--- src/hdl/pcx_pkg.sv ---
// ---------------------------------------------------------------------------
// pcx_pkg: shared types and constants for the PCX run-length encoder
// Request payloads, run descriptors and the front-to-back queue entry.
// ---------------------------------------------------------------------------
package pcx_pkg;

    localparam logic [5:0] RUN_LIMIT   = 6'd63;
    localparam logic [1:0] MARK_BITS   = 2'b11;
    localparam int         QUEUE_DEPTH = 4;

    typedef struct packed {
        logic [7:0] data_byte;
        logic       line_end;
    } t_in_item;

    typedef struct packed {
        logic [7:0] code_byte;
        logic       item_last;
        logic       line_done;
    } t_out_item;

    typedef struct packed {
        logic [7:0] value;
        logic [5:0] count;
    } t_run;

    // One input request turns into at most two closed runs: the run it ends
    // (or the 63 cut) and the line-end flush.
    typedef struct packed {
        logic a_vld;
        t_run run_a;
        logic b_vld;
        t_run run_b;
        logic eol;
    } t_entry;

endpackage

--- src/hdl/pcx_front.sv ---
// ---------------------------------------------------------------------------
// pcx_front: run tracker
// Accepts raw bytes, keeps the pending run and hands closed runs to the queue.
// ---------------------------------------------------------------------------
module pcx_front (
    input  logic              i_clk,
    input  logic              i_rst_n,
    input  logic              i_push,
    input  pcx_pkg::t_in_item i_item,
    input  logic              i_q_full,
    output logic              o_full,
    output logic              o_q_push,
    output pcx_pkg::t_entry   o_q_entry
);

    logic [7:0] r_held, n_held;
    logic [5:0] r_count, n_count;
    logic       accept;
    logic [5:0] cnt_mid;
    logic [7:0] held_mid;
    pcx_pkg::t_entry entry;

    assign o_full = i_q_full;
    assign accept = i_push && !i_q_full;

    always_comb begin
        entry          = '0;
        entry.eol      = i_item.line_end;
        held_mid       = r_held;
        cnt_mid        = r_count;
        entry.run_a    = '{value: r_held, count: r_count};
        if (r_count == '0) begin
            held_mid = i_item.data_byte;
            cnt_mid  = 6'd1;
        end else if (i_item.data_byte == r_held) begin
            cnt_mid = r_count + 6'd1;
            if (cnt_mid == pcx_pkg::RUN_LIMIT) begin
                entry.a_vld       = 1'b1;
                entry.run_a.count = pcx_pkg::RUN_LIMIT;
                cnt_mid           = '0;
            end
        end else begin
            entry.a_vld = 1'b1;
            held_mid    = i_item.data_byte;
            cnt_mid     = 6'd1;
        end

        entry.run_b = '{value: held_mid, count: cnt_mid};
        n_held      = held_mid;
        n_count     = cnt_mid;
        if (i_item.line_end) begin
            entry.b_vld = (cnt_mid != '0);
            n_count     = '0;
        end
    end

    assign o_q_push  = accept && (entry.a_vld || entry.b_vld);
    assign o_q_entry = entry;

    always_ff @(posedge i_clk) begin
        if (!i_rst_n) begin
            r_held  <= '0;
            r_count <= '0;
        end else if (accept) begin
            r_held  <= n_held;
            r_count <= n_count;
        end
    end

endmodule

--- src/hdl/pcx_queue.sv ---
// ---------------------------------------------------------------------------
// pcx_queue: small FIFO of closed-run entries
// Decouples the run tracker from the byte emitter.
// ---------------------------------------------------------------------------
module pcx_queue #(
    parameter int DEPTH = pcx_pkg::QUEUE_DEPTH
) (
    input  logic            i_clk,
    input  logic            i_rst_n,
    input  logic            i_push,
    input  pcx_pkg::t_entry i_entry,
    input  logic            i_pop,
    output logic            o_full,
    output logic            o_empty,
    output pcx_pkg::t_entry o_head
);

    localparam int PW = (DEPTH > 1) ? $clog2(DEPTH) : 1;
    localparam int CW = $clog2(DEPTH + 1);

    pcx_pkg::t_entry r_mem [DEPTH];
    logic [PW-1:0]   r_wr, n_wr, r_rd, n_rd;
    logic [CW-1:0]   r_cnt, n_cnt;
    logic            do_push, do_pop;

    assign o_full  = (r_cnt == CW'(DEPTH));
    assign o_empty = (r_cnt == '0);
    assign o_head  = r_mem[r_rd];
    assign do_push = i_push && !o_full;
    assign do_pop  = i_pop && !o_empty;

    always_comb begin
        n_wr  = r_wr;
        n_rd  = r_rd;
        n_cnt = r_cnt;
        if (do_push) begin
            n_wr = (r_wr == PW'(DEPTH - 1)) ? '0 : r_wr + 1'b1;
        end
        if (do_pop) begin
            n_rd = (r_rd == PW'(DEPTH - 1)) ? '0 : r_rd + 1'b1;
        end
        if (do_push && !do_pop) begin
            n_cnt = r_cnt + 1'b1;
        end else if (do_pop && !do_push) begin
            n_cnt = r_cnt - 1'b1;
        end
    end

    always_ff @(posedge i_clk) begin
        if (do_push) begin
            r_mem[r_wr] <= i_entry;
        end
    end

    always_ff @(posedge i_clk) begin
        if (!i_rst_n) begin
            r_wr  <= '0;
            r_rd  <= '0;
            r_cnt <= '0;
        end else begin
            r_wr  <= n_wr;
            r_rd  <= n_rd;
            r_cnt <= n_cnt;
        end
    end

endmodule

--- src/hdl/pcx_back.sv ---
// ---------------------------------------------------------------------------
// pcx_back: byte emitter
// Expands each queued entry into literal, marker and value bytes, one per
// cycle while the result slot is free or being popped, into a registered result slot.
// ---------------------------------------------------------------------------
module pcx_back (
    input  logic               i_clk,
    input  logic               i_rst_n,
    input  logic               i_q_empty,
    input  pcx_pkg::t_entry    i_head,
    output logic               o_q_pop,
    input  logic               i_pop,
    output logic               o_empty,
    output pcx_pkg::t_out_item o_item
);

    logic r_half, n_half;   // 0: run a, 1: run b
    logic r_sub, n_sub;     // 0: first byte of the run, 1: second
    logic r_ovld, n_ovld;
    pcx_pkg::t_out_item r_out;
    pcx_pkg::t_out_item n_out;

    logic         slot_free, step, use_b, need_mark, run_last, entry_last;
    pcx_pkg::t_run cur;

    assign slot_free = !r_ovld || i_pop;
    assign step      = slot_free && !i_q_empty;
    assign use_b     = r_half || !i_head.a_vld;
    assign cur       = use_b ? i_head.run_b : i_head.run_a;
    // single bytes that look like a marker still need a count in front
    assign need_mark = (cur.count != 6'd1) || (cur.value[7:6] == pcx_pkg::MARK_BITS);
    assign run_last  = !need_mark || r_sub;
    assign entry_last = run_last && (use_b || !i_head.b_vld);

    always_comb begin
        n_half = r_half;
        n_sub  = r_sub;
        n_ovld = r_ovld && !i_pop;
        n_out  = r_out;
        if (step) begin
            n_ovld          = 1'b1;
            n_out.code_byte = (need_mark && !r_sub) ? {pcx_pkg::MARK_BITS, cur.count}
                                                    : cur.value;
            n_out.item_last = entry_last;
            n_out.line_done = entry_last && i_head.eol;
            if (entry_last) begin
                n_half = 1'b0;
                n_sub  = 1'b0;
            end else if (run_last) begin
                n_half = 1'b1;
                n_sub  = 1'b0;
            end else begin
                n_sub = 1'b1;
            end
        end
    end

    assign o_q_pop = step && entry_last;
    assign o_empty = !r_ovld;
    assign o_item  = r_out;

    always_ff @(posedge i_clk) begin
        r_out <= n_out;
    end

    always_ff @(posedge i_clk) begin
        if (!i_rst_n) begin
            r_half <= 1'b0;
            r_sub  <= 1'b0;
            r_ovld <= 1'b0;
        end else begin
            r_half <= n_half;
            r_sub  <= n_sub;
            r_ovld <= n_ovld;
        end
    end

endmodule

--- src/hdl/pcx_rle_encoder_top.sv ---
// ---------------------------------------------------------------------------
// pcx_rle_encoder_top: PCX-style run-length encoder
// Raw bytes in, encoded bytes out, both sides as queues.
// ---------------------------------------------------------------------------
// A raw byte request is taken in the cycle it is pushed whenever the internal
// run queue (QUEUE_DEPTH entries) has room; bytes that only extend a run
// occupy no queue entry. Encoded bytes leave one per cycle from a registered
// slot while results are popped, so the result port sets the pace: a
// request that closes a run yields one or two code bytes, and a line end
// after a run change up to four. The first result of a request passes
// through the run queue and the registered result slot.
// Every line ends with exactly one result flagged line_done.
module pcx_rle_encoder_top #(
    parameter int QUEUE_DEPTH = pcx_pkg::QUEUE_DEPTH
) (
    input  logic               i_clk,
    input  logic               i_rst_n,
    input  logic               push,
    output logic               full,
    input  pcx_pkg::t_in_item  i_in_item,
    output logic               empty,
    input  logic               pop,
    output pcx_pkg::t_out_item o_out_item
);

    logic            q_push, q_pop, q_full, q_empty;
    pcx_pkg::t_entry q_in, q_head;

    pcx_front u_front (
        .i_clk     (i_clk),
        .i_rst_n   (i_rst_n),
        .i_push    (push),
        .i_item    (i_in_item),
        .i_q_full  (q_full),
        .o_full    (full),
        .o_q_push  (q_push),
        .o_q_entry (q_in)
    );

    pcx_queue #(
        .DEPTH (QUEUE_DEPTH)
    ) u_queue (
        .i_clk   (i_clk),
        .i_rst_n (i_rst_n),
        .i_push  (q_push),
        .i_entry (q_in),
        .i_pop   (q_pop),
        .o_full  (q_full),
        .o_empty (q_empty),
        .o_head  (q_head)
    );

    pcx_back u_back (
        .i_clk     (i_clk),
        .i_rst_n   (i_rst_n),
        .i_q_empty (q_empty),
        .i_head    (q_head),
        .o_q_pop   (q_pop),
        .i_pop     (pop),
        .o_empty   (empty),
        .o_item    (o_out_item)
    );

endmodule

--- config.mk ---
export PLATFORM = sky130hd
export DESIGN_NAME = pcx_rle_encoder_top
export DESIGN_NICKNAME = d
export VERILOG_FILES = /design/src/hdl/pcx_pkg.sv /design/src/hdl/pcx_front.sv /design/src/hdl/pcx_queue.sv /design/src/hdl/pcx_back.sv /design/src/hdl/pcx_rle_encoder_top.sv
export SDC_FILE = /design/constraint.sdc
export NUM_CORES = 1
export LEC_CHECK = 0
export BUFFER_PORTS_ARGS = -buffer_cell sky130_fd_sc_hd__buf_2
export CAP_MARGIN = 25
export CORE_MARGIN = 10
export CORE_UTILIZATION = 40
export DETAILED_ROUTE_END_ITERATION = 12
export PLACE_DENSITY = 0.54
export SLEW_MARGIN = 15
export SYNTH_ARGS = -nofsm -noshare
export SYNTH_HDL_FRONTEND = slang
export SYNTH_HIERARCHICAL = 1
export SYNTH_SLANG_ARGS = --single-unit
--- constraint.sdc ---
create_clock -name i_clk -period 3.5 [get_ports i_clk]
set_input_delay 0.35 -clock i_clk [delete_from_list [all_inputs] [get_ports i_clk]]
set_output_delay 0.35 -clock i_clk [all_outputs]
set_load 0.05 [all_outputs]
==> results of run 1 <==
==> state kept, by name, summed over array words and instances (netlist names), named ones only <==
signal,flops
u_queue/r_mem,124
u_back/r_ovld,1
u_back/r_half,1
u_queue/r_rd,2
u_queue/r_cnt,3
u_back/o_item,10
u_front/r_count,6
u_back/r_sub,1
u_queue/r_wr,2
u_front/r_held,8
==> critical path, cell delays in order (launching register included) <==
cell	delay (ps)
dfxtp_4	390
buf_12	160
mux4_2	510
nor2b_1	170
a311oi_4	270
nor2_2	80
and3_1	200
o31ai_2	110
ha_2	280
inv_1	50
fa_1	370
xor2_1	170
or3_1	290
a21boi_0	160
==> stage by stage <==
step | TNS, ps | hold WS, ps | util | std cells | setup slack, ps
4_1_cts | 0 | 173.0 | 0.4722 | 677 | 7.887
2_1_floorplan | 0 | 467.7 | - | 413 | 20.56
5_1_grt | -11.97 | 186.3 | 0.4760 | 683 | -11.97
3_5_place_dp | 0 | 495.2 | 0.4335 | 645 | 37.72
3_3_place_gp | 0 | 482.7 | 0.4335 | 645 | 95.36
6_report | 0 | 186.7 | 0.4760 | 683 | 213.3
==> placed cells by master (no fill, tap or decap), types with 4 or more instances in the layout <==
cell type,instances
a21oi_1,14
a31oi_1,4
and2_1,7
and3_1,6
buf_12,5
buf_2,24
buf_4,20
bufinv_16,5
clkbuf_16,17
dfxtp_1,24
edfxtp_1,134
ha_1,7
inv_1,10
mux2i_1,4
mux4_1,6
mux4_2,31
nand2_1,40
nand2b_1,5
nand3_1,11
nand4_1,6
nor2_1,8
nor2b_1,7
nor3_1,5
o21ai_0,6
or2_1,4
xnor2_1,10
==> final timing paths <==
kind	slack [ps]	to
worst max-delay path	210	u_queue/r_cnt[2]
worst min-delay path	190	u_queue/r_mem[0][10]
worst max register to register	210	u_queue/r_cnt[2]
worst min register to register	500	u_queue/r_wr[1]
==> kinds of logic (layout without fill, tap and decap cells) <==
group,count (synthesis),count (layout)
DFF,160,160
and+or+nand+nor,111,111
muxes,41,41
buffers and inverters,41,91
AOI/OAI and AO/OA,36,36
xor gates and xnor gates,14,14
adders and majority gates,10,10
==> what timing repair did <==
item                                    4_1_cts  5_1_grt
endpoints found under the setup margin        0        2
setup buffers                                 0        6
gates resized for setup                       0        6
==> final cells by class <==
| type | instances | area (µm²) |
|---|---|---|
| inverters | 10 | 37.54 |
| clock inverters | 14 | 212.7 |
| repair buffers | 49 | 370.4 |
| fillers | 1422 | 8690 |
| multi-input cells | 212 | 2019 |
| clock buffers | 18 | 429.2 |
| well taps | 220 | 275.3 |
| flip-flops and latches | 160 | 4549 |
==> power by group through the flow <==
stage	clock network (µW)	logic, µW	registers (µW)
after floorplan	0	770	2700
after global placement	0	1330	2510
after detailed placement	0	1340	2520
after CTS	2030	1340	2480
after global routing	2120	1460	2500
final	2000	1350	2480
==> metal layers <==
metal	global-route usage	vias to the layer above	wire, µm
li1	-	1661	-
met4	0.04227	0	151
met1	0.1759	1803	6558
met5	0	-	0
met2	0.2022	53	6856
met3	0.03472	15	516
==> results.py, run 1 <==
metrics = {
    "route": {
        "vias": 3532,
        "first_pass_iters": 4,
        "postRouteAntennaNets": 0,
        "viasPerCell": 5.171,
        "wl_um": 14080,
        "avgRoutedWirePerCell_um": 20.62,
        "drt_iter0_markers": 195,
        "route.detailed.drc": 0,
    },
    "pwr": {
        "power_frac_comb": 0.232,
        "clkPwrFrac": 0.343,
        "cellPowerDensity_nw_per_um2": 738.0,
        "p_sw_frac": 0.2878,
        "p_switching_uw": 1677,
        "total_power_uw": 5825,
        "vdd_drop_max_mv": 0.3923,
        "seqPwrFrac": 0.426,
        "internal-power_uw": 4149,
        "p_leak_uw": 0.002653,
    },
    "clocking": {
        "htreeDepth": 4,
        "path_clk_slew_ps": 60,
        "cts_sinks": 160,
        "clock_path_buffers": 2,
        "cts_buffers": 17,
        "cts_tree": "done",
        "postCtsHoldBufs": 0,
        "clk_latency_ps": 420,
        "ctsRootBufferMaster": "clkbuf_16",
    },
    "finish": {
        "syn_to_final_growth_pct": 16.66,
        "final_nets": 473,
        "diodes": 0,
        "design_area_um2": 7894,
        "drive_gt1_frac": 0.2786,
    },
    "sta": {
        "finalCritPeriodShare": 0.9391,
        "slew_violations": 0,
        "tightest_slew_ps": 748.0,
        "relSlewSlack": 0.5008,
        "fmax_mhz": 304.3,
        "setup_viol": 0,
        "fin_crit_ps": 3287,
        "skew_ps": 10.48,
        "hold_viol_final": 0,
    },
    "synthesis": {
        "muxShareOfSynthArea": 0.1324,
        "netlist.area_leader.share": 0.5947,
        "synth_area_leaders": "edfxtp_1, mux4_2, dfxtp_1",
        "synthTopCellsByCount": "edfxtp_1, nand2_1, mux4_2",
        "yosys_register_bits": 160,
        "synth_compound_area_frac": 0.03550,
        "synth_edf_count": 134,
        "synthAdderAreaFrac": 0.01960,
        "mappedNetlistArea_um2": 6766,
        "synth_top_cell_by_area": "edfxtp_1",
        "synthArstFlopShare": 0,
        "yosysMostFrequentCell": "edfxtp_1",
        "synth-xor-area-share": 0.01923,
        "ys_types": 45,
        "syn_nets": 436,
        "ys_seq_area_frac": 0.6716,
        "synth_top_family_by_area": "multiplexers",
        "yosys_warnings": 6,
        "synth_area_per_cell_um2": 16.38,
        "netlist_instances": 413,
        "yosys.area_share.simple": 0.08765,
        "synthFlopType": "edfxtp_1",
    },
    "place": {
        "place_area_um2": 7189,
        "gp_congestion": 0.7591,
        "dpl.hpwl_um": 9116,
        "port_buffers": 24,
    },
    "setup_path": {
        "crit_path_end_kind": "flip-flop",
        "critical_path_arrival_ps": 3630,
        "path_max_fanout": 13,
        "rr_worst_depth": 13,
        "cp.required_ps": 3850,
        "critPathLaunchType": "flip-flop",
        "crit_type": "reg2reg",
    },
    "min_path": {
        "hold_class": "in2reg",
        "holdPathStages": 1,
        "min-delay-start": "i_in_item[4]",
    },
    "floorplan": {
        "core_area_um2": 16580,
        "die_w_um": 150.1,
        "start_util": 0.4080,
        "rows": 47,
        "dieArea_um2": 22520,
        "die_height_um": 150.1,
        "io_pins": 25,
    },
    "status": {
        "outcome": "completed",
    },
    "global_routing": {
        "grt_pass1_wl_um": 21510,
        "antenna_found_initial": 0,
        "grt-ovfl-total": 0,
        "grt.total_usage": 0.1307,
        "grt_max_degree": 32,
        "grt_pass1_vias": 3512,
    },
    "job": {
        "maxCapViolations": 0,
    },
}
(Power assumes the default switching activity.)
==> run 2, diff against run 1 <==
- BUFFER_PORTS_ARGS: -buffer_cell sky130_fd_sc_hd__buf_2 -> -buffer_cell sky130_fd_sc_hd__buf_4
==> run 2 against run 1 <==
  * Clock skew up 1.4 ps
  * Register-to-register slack hardly changed
  * Setup slack got worse by 4.5 ps
  * Critical endpoint unchanged
  * First-iteration DRC count up 47%
  * Highest routed layer unchanged
  * Maximum frequency is 0.14% lower
  * Non-clock buffer count shrank 1
  * Die area did not move
  * Clock-buffer cell count fell by 1
  * Final cell count decreased by 0.15%
==> results.py, run 2 (synthesis gave the netlist of run 1 again) <==
metrics = {
    "place": {
        "dp_slack_ps": 116.0,
        "gp_congestion": 0.8112,
        "place_inst": 644,
        "place_area_um2": 7242,
        "port_buffers": 24,
        "dpl.hpwl_um": 9128,
    },
    "clocking": {
        "cts_tree": "done",
        "htreeDepth": 4,
        "clock_path_buffers": 2,
        "clk_latency_ps": 430,
        "cts_buffers": 17,
        "ctsRootBufferMaster": "clkbuf_16",
        "cts_sinks": 160,
        "path_clk_slew_ps": 60,
    },
    "floorplan": {
        "die_height_um": 150.1,
        "die_w_um": 150.1,
        "dieArea_um2": 22520,
        "start_util": 0.4080,
        "rows": 47,
        "core_area_um2": 16580,
        "io_pins": 25,
    },
    "sta": {
        "relSlewSlack": 0.4888,
        "setup_slack_ps": 208.7,
        "tightest_slew_ps": 766.7,
        "fin_crit_ps": 3291,
        "skew_ps": 11.83,
        "slew_violations": 0,
        "fmax_mhz": 303.8,
        "hold_viol_final": 0,
        "rsz0062_at_grt": "false",
        "tns_ps": 0,
        "setup_viol": 0,
        "finalCritPeriodShare": 0.9404,
    },
    "finish": {
        "diodes": 0,
        "largest_reg_flops": 124,
        "final_common_cell": "edfxtp_1",
        "design_area_um2": 7956,
        "final_nets": 472,
        "drive_gt1_frac": 0.2792,
        "final_cells": 682,
        "syn_to_final_growth_pct": 17.59,
        "layout_common_cells": "edfxtp_1, buf_4, nand2_1, mux4_2, dfxtp_1",
        "regMostFlops": "u_queue/r_mem",
        "post-route-util": 0.4798,
    },
    "global_routing": {
        "grt_pass1_wl_um": 21250,
        "grt-ovfl-total": 0,
        "grt_max_degree": 32,
        "grt_pass1_vias": 3578,
        "antenna_found_initial": 0,
        "grt.total_usage": 0.1287,
    },
    "route": {
        "route.detailed.drc": 0,
        "postRouteAntennaNets": 0,
        "wl_um": 13720,
        "avgRoutedWirePerCell_um": 20.12,
        "drt_iter0_markers": 286,
        "viasPerCell": 5.240,
        "vias": 3574,
        "first_pass_iters": 6,
    },
    "setup_path": {
        "cp.required_ps": 3850,
        "crit_path_end_kind": "flip-flop",
        "critical_path_arrival_ps": 3640,
        "path_max_fanout": 9,
        "crit_type": "reg2reg",
        "critPathLaunchType": "flip-flop",
    },
    "pwr": {
        "p_switching_uw": 1693,
        "clkPwrFrac": 0.336,
        "p_leak_uw": 0.002677,
        "p_sw_frac": 0.2907,
        "vdd_drop_max_mv": 0.3683,
        "seqPwrFrac": 0.426,
        "power_frac_comb": 0.238,
        "internal-power_uw": 4131,
        "cellPowerDensity_nw_per_um2": 732.0,
    },
    "min_path": {
        "hold_class": "in2reg",
    },
    "job": {
        "maxCapViolations": 0,
    },
    "status": {
        "outcome": "completed",
    },
}
[run 2: cell types whose count changed in the layout (fill, tap and decap cells not counted)]
cell and change:
clkinv_4 +1, inv_6 +4, clkbuf_1 -1, buf_2 -24, bufinv_16 -1, a21oi_2 -1, clkinvlp_4 -2, clkinv_2 -1
dfxtp_2 +2, buf_12 +2, a21oi_1 +1, buf_4 +21, dfxtp_1 -1, dfxtp_4 -1
[run 2: metrics by stage]
stage | power (µW) | hold WS (ps)
floorplan | 3468 | 467.7
global placement | 3870 | 488.4
detailed placement | 3883 | 493.2
CTS | 5835 | 132.7
global route | 6078 | 133.1
finish | 5824 | 151.2
[run 2: area by class of cell]
| type | count | area (µm²) |
|---|---|---|
| Timing Repair Buffer | 48 | 447.9 |
| Fill cell | 1439 | 8627 |
| Clock inverter | 15 | 206.4 |
| Tap cell | 220 | 275.3 |
| Clock buffer | 17 | 425.4 |
| Multi-Input combinational cell | 212 | 2016 |
| Inverter | 10 | 37.54 |
| Sequential cell | 160 | 4548 |
[run 2: critical path, stage by stage (launching register included)]
cell and delay [ps]:
dfxtp_2 380, buf_12 150, mux4_2 500, nor2b_1 150, a311oi_2 360, nor2_2 60
and3_1 200, o31ai_2 110, ha_2 260, inv_1 50, fa_1 370, xor2_1 170
or3_1 290, a21boi_0 150
[run 2: layer usage]
layer	vias to the layer above	part of all wire	track usage	wire length (µm)
met5	-	0	0	0
met4	0	0.029	0.06220	395
met3	21	0.056	0.03774	775
met2	94	0.47	0.1960	6494
met1	1804	0.44	0.1653	6054
li1	1655	-	-	-
[run 2: power by group through the flow]
| stage | Clock (µW) | Sequential [µW] | Combinational (µW) |
|---|---|---|---|
| final | 1960 | 2480 | 1390 |
| after global routing | 2080 | 2510 | 1500 |
| after CTS | 1990 | 2480 | 1370 |
| after detailed placement | 0 | 2520 | 1360 |
| after global placement | 0 | 2510 | 1360 |
| after floorplan | 0 | 2700 | 770 |
[run 2: timing repair]
item,in CTS,in global routing
gates resized for setup,0,5
hold buffers,0,0
buffers inserted,0,6
endpoints found under the setup margin,0,1
[run 2: path summary, 6_finish.rpt]
kind,startpoint,end,slack (ps),depth (start not counted)
worst max-delay path,flip-flop,u_queue/r_cnt[2],210,13
worst min-delay path,i_in_item[3],u_queue/r_mem[3][9],150,1
worst max register to register,flip-flop,u_queue/r_cnt[2],210,13
worst min register to register,u_queue/r_wr[1],u_queue/r_wr[1],500,2
==> run 3, diff against run 2 <==
- CAP_MARGIN: 25 -> not set
- CORE_MARGIN: 10 -> 1.5
- RECOVER_POWER: not set -> 25
==> run 3 against run 2 <==
  * Non-clock buffer count fell by 6
  * Via count fell by 1.8%
  * Combinational power shrank 3%
  * First-iteration DRC count is 14% higher
  * Maximum frequency rose by 1.6%
  * Critical path depth decreased by 1
  * Critical path type unchanged
  * Critical endpoint unchanged
==> results.py, run 3 (synthesis gave the netlist of run 1 again) <==
metrics = {
    "status": {
        "outcome": "completed",
    },
    "pwr": {
        "p_switching_uw": 1641,
        "p_leak_uw": 0.002548,
        "p_sw_frac": 0.2980,
        "cellPowerDensity_nw_per_um2": 707.1,
        "vdd_drop_max_mv": 0.3501,
        "internal-power_uw": 3867,
        "power_frac_comb": 0.244,
        "seqPwrFrac": 0.451,
        "clkPwrFrac": 0.305,
    },
    "setup_path": {
        "cp_num_buf_inv": 1,
        "crit_slowest_cell": "dfxtp_1",
        "crit_path_end_kind": "flip-flop",
        "path_max_fanout": 10,
        "critPathLaunchType": "flip-flop",
        "critPathMaxStageDelay_ps": 570,
        "path_cells": "and3_1 -> mux2i_1 -> o21ai_0 -> a31oi_1 -> o21a_1 -> nor2b_1 -> ha_2 -> inv_1 -> fa_1 -> xor2_1 -> or3_1 -> a21boi_0",
        "critical_path_arrival_ps": 3580,
        "crit_type": "reg2reg",
        "cp.required_ps": 3840,
        "cpLargestDelayFamily": "compound AO/OA/AOI/OAI gates",
    },
    "sta": {
        "relSlewSlack": 0.5412,
        "tightest_slew_ps": 687.5,
        "slew_violations": 0,
        "skew_ps": 6.725,
        "fmax_mhz": 308.7,
        "hold_viol_final": 0,
        "rsz0062_at_grt": "false",
        "fin_crit_ps": 3240,
        "setup_slack_ps": 260.3,
        "hold_ws_ps": 234.7,
        "finalCritPeriodShare": 0.9256,
        "tns_ps": 0,
        "setup_viol": 0,
    },
    "route": {
        "drt_iter0_markers": 326,
        "postRouteAntennaNets": 0,
        "viasPerCell": 5.200,
        "wl_um": 13520,
        "avgRoutedWirePerCell_um": 20.03,
        "vias": 3510,
        "route.detailed.drc": 0,
        "first_pass_iters": 5,
    },
    "min_path": {
        "hold_class": "in2reg",
    },
    "floorplan": {
        "die_w_um": 133.1,
        "rows": 47,
        "core_area_um2": 16580,
        "die_height_um": 133.1,
        "dieArea_um2": 17710,
        "start_util": 0.4080,
        "io_pins": 25,
    },
    "finish": {
        "diodes": 0,
        "final_cells": 675,
        "largest_reg_flops": 124,
        "syn_to_final_growth_pct": 15.13,
        "layout_common_cells": "edfxtp_1, nand2_1, mux4_2, buf_4, dfxtp_1",
        "drive_gt1_frac": 0.2440,
        "final_common_cell": "edfxtp_1",
        "regMostFlops": "u_queue/r_mem",
        "final_nets": 466,
    },
    "global_routing": {
        "grt_max_degree": 32,
        "grtUsageMet3": 0.04483,
        "grt_pass1_vias": 3509,
        "antenna_found_initial": 0,
        "grtUsageMet1": 0.2204,
        "top_usage_layer": "met2",
        "grt_pass1_wl_um": 20840,
        "grtUsageMet2": 0.2607,
        "grt-ovfl-total": 0,
        "grt.total_usage": 0.1637,
    },
    "place": {
        "dpl.hpwl_um": 8679,
        "port_buffers": 24,
        "place_inst": 643,
        "dp_slack_ps": 5.030,
        "gp_congestion": 0.7700,
    },
    "job": {
        "maxCapViolations": 0,
    },
    "clocking": {
        "cts_tree": "done",
        "ctsRootBufferMaster": "clkbuf_16",
        "htreeDepth": 4,
        "path_clk_slew_ps": 60,
        "clk_latency_ps": 420,
        "clock_path_buffers": 2,
        "cts_sinks": 160,
        "cts_buffers": 17,
        "post_cts_buffers": 0,
    },
}
==> run 3: power groups by stage <==
stage / Sequential [µW] / Combinational (µW) / Clock [µW]
4_1_cts: 2480 / 1360 / 1720
3_5_place_dp: 2520 / 1360 / 0
2_1_floorplan: 2700 / 770 / 0
5_1_grt: 2510 / 1440 / 1790
3_3_place_gp: 2520 / 1350 / 0
6_report: 2480 / 1350 / 1680
==> run 3: layout make-up <==
| class | instances | area (µm²) |
|---|---|---|
| fill | 1439 | 8793 |
| sequential | 160 | 4549 |
| multi-input combinational | 212 | 2032 |
| clock buffer | 21 | 440.4 |
| timing repair buffer | 42 | 361.6 |
| tap | 220 | 275.3 |
| clock inverter | 10 | 93.84 |
| inverter | 10 | 37.54 |
==> run 3: timing repair <==
action                     in CTS  in global routing
hold buffers                    0                  0
pin swaps                       0                  1
gates cloned                    0                  1
resized for setup               1                  7
setup endpoints to repair       1                  2
==> run 3: routing by layer <==
metal | part of all wire | routed length [µm]
met1 | 0.46 | 6278
met2 | 0.48 | 6549
met3 | 0.040 | 546
met4 | 0.011 | 145
met5 | 0 | 0
==> run 3: worst paths after layout <==
kind                            from                to  slack, ps  depth (start not counted)
hold / removal                   pop     u_back/r_ovld        230                          3
hold reg to reg      u_queue/r_wr[1]   u_queue/r_wr[1]        500                          2
setup reg to reg  u_front/r_count[2]  u_queue/r_cnt[2]        260                         12
setup / recovery  u_front/r_count[2]  u_queue/r_cnt[2]        260                         12
==> run 3: worst register-to-register path, delay by kind of cell (launching register included) <==
family	cells	cell delay, ps
buffers and inverters	1	50
multiplexers	1	200
flip-flops	1	570
adder cells (fa/ha/maj)	2	590
AO/OA/AOI/OAI	4	810
AND/OR/NAND/NOR	3	780
XOR/XNOR	1	170
==> run 3: through the flow <==
stage               utilization  cell area (µm²)  power (µW)
floorplan                     -             6782        3468
global placement         0.4362             7234        3869
detailed placement       0.4362             7234        3880
CTS                      0.4688             7775        5568
global route             0.4697             7790        5746
finish                   0.4697             7790        5508
